**src/sv/csdsb_pkg.sv**
```systemverilog
// ----------------------------------------------------------------------------
// csdsb_pkg
// Shared types, constants and neighbour tables for the stage scoreboard.
// ----------------------------------------------------------------------------
package csdsb_pkg;

  localparam int DEF_MAX_COLS      = 128;
  localparam int DEF_MAX_ROWS      = 128;
  localparam int DEF_MAX_REF_WAITS = 32;
  localparam int CW                = 11;   // signed coordinate width
  localparam int NB_TOTAL          = 22;

  // Input functions.
  localparam logic [1:0] FN_FRAME = 2'd0;
  localparam logic [1:0] FN_PARSE = 2'd1;
  localparam logic [1:0] FN_REF   = 2'd2;
  localparam logic [1:0] FN_DONE  = 2'd3;

  // Stage codes.
  localparam logic [2:0] ST_NONE  = 3'd0;
  localparam logic [2:0] ST_INTER = 3'd1;
  localparam logic [2:0] ST_RECON = 3'd2;
  localparam logic [2:0] ST_LMCS  = 3'd3;
  localparam logic [2:0] ST_DBV   = 3'd4;
  localparam logic [2:0] ST_DBH   = 3'd5;
  localparam logic [2:0] ST_SAO   = 3'd6;
  localparam logic [2:0] ST_ALF   = 3'd7;

  // Configuration register indexes.
  localparam logic CFG_COLS = 1'b0;
  localparam logic CFG_ROWS = 1'b1;

  // Credit levels (target plus one) of the fixed stages.
  localparam logic [6:0] LIM_RECON = 7'd3;
  localparam logic [6:0] LIM_LMCS  = 7'd4;
  localparam logic [6:0] LIM_DBV   = 7'd3;
  localparam logic [6:0] LIM_DBH   = 7'd3;
  localparam logic [6:0] LIM_SAO   = 7'd6;
  localparam logic [6:0] LIM_ALF   = 7'd9;

  typedef enum logic [2:0] {
    S_INIT, S_IDLE, S_READ, S_WRITE, S_FLUSH
  } state_t;

  typedef struct packed {
    logic [6:0] refs;
    logic [3:0] c7;
    logic [2:0] c6;
    logic [1:0] c5;
    logic [1:0] c4;
    logic [2:0] c3;
    logic [1:0] c2;
    logic [6:0] c1;
  } rec_t;

  typedef struct packed {
    logic signed [1:0] dx;
    logic signed [1:0] dy;
    logic [2:0]        st;
  } nb_t;

  function automatic nb_t mk(logic signed [1:0] dx, logic signed [1:0] dy,
                             logic [2:0] st);
    nb_t e;
    e.dx = dx;
    e.dy = dy;
    e.st = st;
    return e;
  endfunction

  // All neighbour credits, grouped by finished stage.
  function automatic nb_t nb_flat(logic [4:0] i);
    nb_t e;
    case (i)
      5'd0:    e = mk(-2'sd1,  2'sd1, ST_RECON);
      5'd1:    e = mk( 2'sd1,  2'sd0, ST_RECON);
      5'd2:    e = mk(-2'sd1, -2'sd1, ST_LMCS);
      5'd3:    e = mk( 2'sd0, -2'sd1, ST_LMCS);
      5'd4:    e = mk(-2'sd1,  2'sd0, ST_LMCS);
      5'd5:    e = mk(-2'sd1,  2'sd0, ST_DBV);
      5'd6:    e = mk( 2'sd1,  2'sd0, ST_DBV);
      5'd7:    e = mk(-2'sd1,  2'sd0, ST_DBH);
      5'd8:    e = mk( 2'sd0,  2'sd1, ST_DBH);
      5'd9:    e = mk(-2'sd1, -2'sd1, ST_SAO);
      5'd10:   e = mk( 2'sd0, -2'sd1, ST_SAO);
      5'd11:   e = mk(-2'sd1,  2'sd0, ST_SAO);
      5'd12:   e = mk( 2'sd1, -2'sd1, ST_SAO);
      5'd13:   e = mk( 2'sd1,  2'sd0, ST_SAO);
      5'd14:   e = mk(-2'sd1, -2'sd1, ST_ALF);
      5'd15:   e = mk( 2'sd0, -2'sd1, ST_ALF);
      5'd16:   e = mk(-2'sd1,  2'sd0, ST_ALF);
      5'd17:   e = mk( 2'sd1, -2'sd1, ST_ALF);
      5'd18:   e = mk(-2'sd1,  2'sd1, ST_ALF);
      5'd19:   e = mk( 2'sd1,  2'sd0, ST_ALF);
      5'd20:   e = mk( 2'sd0,  2'sd1, ST_ALF);
      5'd21:   e = mk( 2'sd1,  2'sd1, ST_ALF);
      default: e = mk( 2'sd0,  2'sd0, ST_NONE);
    endcase
    return e;
  endfunction

  function automatic logic [4:0] list_start(logic [2:0] st);
    logic [4:0] r;
    case (st)
      ST_LMCS: r = 5'd5;
      ST_DBV:  r = 5'd6;
      ST_DBH:  r = 5'd8;
      ST_SAO:  r = 5'd14;
      ST_ALF:  r = 5'd22;
      default: r = 5'd0;
    endcase
    return r;
  endfunction

  function automatic logic [3:0] list_len(logic [2:0] st);
    logic [3:0] r;
    case (st)
      ST_RECON: r = 4'd5;
      ST_LMCS:  r = 4'd1;
      ST_DBV:   r = 4'd2;
      ST_DBH:   r = 4'd6;
      ST_SAO:   r = 4'd8;
      default:  r = 4'd0;
    endcase
    return r;
  endfunction

  // Credits a unit at the given picture edges receives from outside the frame.
  function automatic logic [3:0] precount(logic [2:0] s, logic l, logic r,
                                          logic t, logic b);
    logic [3:0] n;
    nb_t        e;
    n = 4'd0;
    for (int i = 0; i < NB_TOTAL; i++) begin
      e = nb_flat(5'(i));
      if (e.st == s && ((e.dx == 2'sd1 && l) || (e.dx == -2'sd1 && r) ||
                        (e.dy == 2'sd1 && t) || (e.dy == -2'sd1 && b))) begin
        n = n + 4'd1;
      end
    end
    return n;
  endfunction

endpackage

```
**src/sv/csdsb_credit_unit.sv**
```systemverilog
// ----------------------------------------------------------------------------
// csdsb_credit_unit
// Adds one saturating credit to one stage counter of a unit record.
// ----------------------------------------------------------------------------
module csdsb_credit_unit (
  input  csdsb_pkg::rec_t rd,
  input  logic [2:0]      stage,
  input  logic            set_refs,
  input  logic [6:0]      new_refs,
  output csdsb_pkg::rec_t wr,
  output logic            emit
);
  import csdsb_pkg::*;

  rec_t       base;
  logic [6:0] cnt;
  logic [6:0] lim;
  logic [6:0] cnt_n;

  always_comb begin
    base = rd;
    if (set_refs) begin
      base.refs = new_refs;
    end
    case (stage)
      ST_INTER: begin cnt = base.c1;       lim = base.refs + 7'd1; end
      ST_RECON: begin cnt = 7'(base.c2);   lim = LIM_RECON; end
      ST_LMCS:  begin cnt = 7'(base.c3);   lim = LIM_LMCS;  end
      ST_DBV:   begin cnt = 7'(base.c4);   lim = LIM_DBV;   end
      ST_DBH:   begin cnt = 7'(base.c5);   lim = LIM_DBH;   end
      ST_SAO:   begin cnt = 7'(base.c6);   lim = LIM_SAO;   end
      ST_ALF:   begin cnt = 7'(base.c7);   lim = LIM_ALF;   end
      default:  begin cnt = 7'd0;          lim = 7'd0;      end
    endcase
    // A saturated counter keeps its value and reports nothing.
    cnt_n = (cnt < lim) ? cnt + 7'd1 : cnt;
    emit  = (cnt < lim) && (cnt_n == lim);
    wr    = base;
    case (stage)
      ST_INTER: wr.c1 = cnt_n;
      ST_RECON: wr.c2 = cnt_n[1:0];
      ST_LMCS:  wr.c3 = cnt_n[2:0];
      ST_DBV:   wr.c4 = cnt_n[1:0];
      ST_DBH:   wr.c5 = cnt_n[1:0];
      ST_SAO:   wr.c6 = cnt_n[2:0];
      ST_ALF:   wr.c7 = cnt_n[3:0];
      default:  wr = base;
    endcase
  end

endmodule

```
**config.mk**
```make
export PLATFORM = sky130hd
export DESIGN_NAME = csdsb_credit_unit
export DESIGN_NICKNAME = d
export VERILOG_FILES = /design/src/sv/csdsb_pkg.sv /design/src/sv/csdsb_credit_unit.sv
export SDC_FILE = /design/constraint.sdc
export NUM_CORES = 1
export LEC_CHECK = 0
export BUFFER_PORTS_ARGS = -buffer_cell sky130_fd_sc_hd__buf_2
export CORE_MARGIN = 2
export CORE_UTILIZATION = 50
export DETAILED_ROUTE_END_ITERATION = 8
export PLACE_DENSITY = 0.93
export SLEW_MARGIN = 20
export SYNTH_ARGS = -nofsm -noshare
export SYNTH_HDL_FRONTEND = slang
export SYNTH_SLANG_ARGS = --single-unit
```
**constraint.sdc**
```tcl
create_clock -name vclk -period 7.46
set_input_delay 1.119 -clock vclk [all_inputs]
set_output_delay 1.119 -clock vclk [all_outputs]
set_load 0.1 [all_outputs]
```
==> out/results.ini, run 1 <==
[final_layout]
n_antenna_cell = 0
fin_nets = 301
seq_cells = 0
nClkBuffers = 0
ff_latch_area_um2 = 0
fin_util_pct = 66.6
areaGrowthSynthToFinish_pct = 28.0
drive_gt1_share_pct = 36.9

[drt]
wirelength_mm = 3.65
final_antenna_net_count = 0
viasPerCell = 5.83
vias = 1645
drtPass1Iterations = 4
detail_route.wl_per_cell_um = 12.9
drc_errors = 0
drt_iter0_drc = 58

[run]
drv_cap = 0

[setup_path]
path_max_fanout = 7
end_kind = output port
start_kind = input port
criticalPathCategory = in -> out
crit_required_ns = 6.34
cp.arrival_ns = 5.01

[sta]
worst_pin_slew_ns = 0.474
timing.hold.ws_ns = 2.68
fin_crit_sh_pct = 82.1
setup-violations-final = 0
hold_viol = 0
rsz0062_at_grt = no
report.final.slew_viol_count = 0
slew_headroom_pct = 67.5
min_period_ns = 6.13
setup-tns-final_ns = 0
fmax_ghz = 0.163

[grt]
first_global_vias = 1293
grt_usage_pct = 24.4
grt_pass1_wl_mm = 5.60
antenna_found_initial = 0
grt_start_max_net_pins = 19
grt-ovfl-total = 0

[die]
die_x_um = 54.5
dieHeight_um = 54.5
start_util_pct = 52.0
rows = 18
core-area_um2 = 2450
ios = 72
die_area_um2 = 2980

[synth]
synth_top_area_share_pct = 8.81
ys_warn_count = 0
synth_area_um2 = 1280
syn_area_per_cell_um2 = 6.83
yosysTopAreaCell = nand2_1
ys_seq_area_share_pct = 0
postSynthCellCount = 187
yosys.cell_types.count = 61
synthTopCellsByArea = nand2_1 (8.8%), xnor2_1 (6.9%), o21ai_0 (6.7%), mux2i_1 (6.3%), mux2_2 (6.2%)
synth_nets = 234

[power_and_ir_drop]
switchingPower_mw = 0.170
p_leak_nw = 0.830
ir_drop_mv = 0.101
powerDensity_nw_per_um2 = 138
p_int_mw = 0.0552
p_comb_share_pct = 100.0
p_seq_share_pct = 0
swShare_pct = 75.5
clock_power_share_pct = 0

[clocking]
cts_setup_buffers = 0
post_cts_resized = 0
cts_hold_buf = 0

[min_path]
min_path_cells = 3
hold_path_class = in -> out

[place]
hpwl_mm = 3.06
place_congestion = 0.929
io_buffers = 72

[run_status]
status = completed

-- power by group through the flow --
stage	clock network, mW	registers [mW]	logic, mW
after floorplan	0	0	0.184
after global placement	0	0	0.221
after detailed placement	0	0	0.224
after CTS	0	0	0.224
after global routing	0	0	0.239
final	0	0	0.225
-- synth_stat cells (all sizes together) (3+ instances only) --
cell,count
o21ai,25
nand3,7
nor3,4
nor2b,3
buf,7
a21oi,3
and2,4
inv,7
and3,4
mux2i,8
xnor2,11
nand2,30
o31ai,5
ha,6
nand2b,4
mux2,8
nor2,12
-- layout by cell type, fill, tap and decap left out, types with 4 or more instances in the layout --
cell / count
buf_2: 72
nand2_1: 30
o31ai_1: 5
mux2_2: 7
inv_1: 7
nand3_1: 7
o21ai_1: 7
nor3_1: 4
xnor2_1: 10
ha_1: 6
nor2_1: 11
and3_1: 4
mux2i_1: 8
o21ai_0: 17
nand2b_1: 4
-- worst max-delay path, cell delays in order --
cell and delay, ns:
buf_2 0.18, mux2_2 0.40, ha_1 0.22, nand3_1 0.12, mux2i_1 0.46, ha_1 0.35, a41o_1 0.23, a221oi_2 0.50
nand2_1 0.13, o41a_1 0.39, mux2_2 0.25, o31ai_1 0.08, nor4_2 0.13, buf_2 0.46
-- metal layers --
metal / track usage (%) / part of all wire, % / vias up
met4: 3.33 / 0.27 / 0
met3: 0.820 / 6.3 / 2
met5: 0 / 0 / -
met2: 42.8 / 50 / 62
li1: - / - / 826
met1: 33.8 / 43 / 755
-- per-stage QoR --
step | cell area [um2] | setup WS, ns | power [mW] | cells
after floorplan | 1280 | 0.00184 | 0.184 | 187
after detailed placement | 1640 | 1.38 | 0.224 | 282
after CTS | 1640 | 1.37 | 0.224 | 282
after global placement | 1640 | 1.54 | 0.221 | 282
after global routing | 1640 | 1.11 | 0.239 | 282
final | 1640 | 1.33 | 0.225 | 282
-- cell type report --
cell class / count / area, um2
fill: 231 / 820
inverter: 7 / 26.3
multi-input combinational: 172 / 1200
tap: 30 / 37.5
timing repair buffer: 73 / 368
-- cell families (layout without fill, tap and decap cells) --
| kind of cell | count (synthesis) | count (layout) | synth area share (%) |
|---|---|---|---|
| simple gates | 80 | 80 | 32.1 |
| buf+inv | 15 | 80 | 5.78 |
| xor+xnor | 14 | 14 | 11.3 |
| mux | 16 | 16 | 13.6 |
| compound gates | 55 | 55 | 30.3 |
| fa+ha+maj | 7 | 7 | 6.95 |
-- worst paths after layout --
check / end / slack, ns / start
min: wr[4] / 2.68 / rd[4]
max: emit / 1.33 / set_refs
Power figures use the tool's default switching activity.
==> run 2: changes to the inputs <==
Settings changed: CORE_UTILIZATION 50 to 43, PLACE_DENSITY 0.93 to 0.85.
Clock period 7.46 ns to 4.95 ns, I/O delays scaled along.
==> out/results.ini, run 2 (same netlist as run 1, synthesis figures left out) <==
[run_status]
status = completed

[sta]
min_period_ns = 4.78
setup-tns-final_ns = 0
fmax_ghz = 0.209
worst_pin_slew_ns = 0.597
hold_viol = 0
report.final.slew_viol_count = 0
timing.hold.ws_ns = 1.87
fin_crit_sh_pct = 96.5
rsz0062_at_grt = no
setup-violations-final = 0
slew_headroom_pct = 60.0

[grt]
grt-ovfl-total = 0
first_global_vias = 1723
grt_usage_pct = 28.0
grt_start_max_net_pins = 18
grt_pass1_wl_mm = 7.82
antenna_found_initial = 0
grt_use_met2_pct = 53.3
busiest_layer = met2
met1_usage_pct = 33.7
grt_use_met3_pct = 1.98

[final_layout]
layout_common_cells = buf_2 (49), nand2_1 (30), buf_12 (23)
layout.cells.non_filler = 294
nClkBuffers = 0
fin_nets = 312
areaGrowthSynthToFinish_pct = 81.3
fin_util_pct = 83.3
n_antenna_cell = 0
final_common_cell = buf_2
ff_latch_area_um2 = 0
drive_gt1_share_pct = 51.7
seq_cells = 0

[drt]
wirelength_mm = 4.72
drtPass1Iterations = 4
viasPerCell = 6.18
detail_route.wl_per_cell_um = 16.1
final_antenna_net_count = 0
drt_iter0_drc = 88
vias = 1818
drc_errors = 0

[place]
io_buffers = 72
hpwl_mm = 3.84
place_congestion = 0.882
place_inst = 294

[setup_path]
end_kind = output port
crit_required_ns = 4.21
criticalPathCategory = in -> out
cp.arrival_ns = 4.03
slowest_delay_ns = 0.37
path_max_fanout = 6
slowest_stage = mux2i_2
crit_top_cell = mux2_4
start_kind = input port
crit_chain = buf_2, mux2_4, ha_2, nand3_1, mux2i_2, ha_1, a41o_1, a221oi_4, nand2_1, o41a_1, mux2_4, o31ai_2, nor4_4, buf_12

[power_and_ir_drop]
ir_drop_mv = 0.209
p_leak_nw = 1.06
powerDensity_nw_per_um2 = 196

[min_path]
hold_path_class = in -> out
min_path_cells = 4

[die]
core-area_um2 = 2780
dieHeight_um = 58.5
rows = 19
die_x_um = 58.5
ios = 72
die_area_um2 = 3420
start_util_pct = 45.9

[clocking]
cts_setup_buffers = 0

[run]
drv_cap = 0

[run 2: cell count changes in the layout (fill, tap and decap cells not counted), moves of 7 or more]
cell	previous run	this run
buf_4	1	12
buf_12	0	23
o21ai_1	7	0
buf_2	72	49
o21ai_0	17	6
o21ai_2	1	15
[run 2: cell type report]
cell class         instances  area (um2)
well taps                 31        38.8
inverters                  7        30.0
repair buffers            84         796
fillers                  164         465
multi-input cells        172        1450
[run 2: what timing repair did]
| item | in CTS | in global routing |
|---|---|---|
| gates resized for setup | 0 | 2 |
| setup endpoints to repair | 0 | 5 |
| hold buffers | 0 | 0 |
| hold endpoints to repair | 0 | 0 |
[run 2: power breakdown]
group | internal [mW] | leakage [nW] | total [mW] | switching (mW)
Clock | 0 | 0 | 0 | 0
Combinational | 0.156 | 1.06 | 0.454 | 0.298
Sequential | 0 | 0 | 0 | 0
[run 2: worst paths after layout]
path / from / to / slack (ns)
worst max-delay path: set_refs / emit / 0.17
worst min-delay path: rd[10] / wr[10] / 1.87
[run 2: critical path, delay by kind of cell]
family	cells	cell delay, ns
buf+inv	2	0.35
simple gates	3	0.45
mux	3	0.94
compound gates	4	1.02
fa+ha+maj	2	0.52
[run 2: per-stage QoR]
stage	setup WS (ns)	total power [mW]	cell area (um2)
finish	0.173	0.454	2320
global route	0.0136	0.475	2320
CTS	0.0838	0.448	2310
detailed placement	0.0962	0.447	2310
global placement	0.210	0.437	2310
floorplan	-0.629	0.312	1530
[run 2: routing by layer]
| layer | vias to the layer above | wire length [um] |
|---|---|---|
| met5 | - | 0 |
| met3 | 19 | 368 |
| met2 | 108 | 2480 |
| met4 | 0 | 153 |
| met1 | 842 | 1720 |
| li1 | 849 | - |
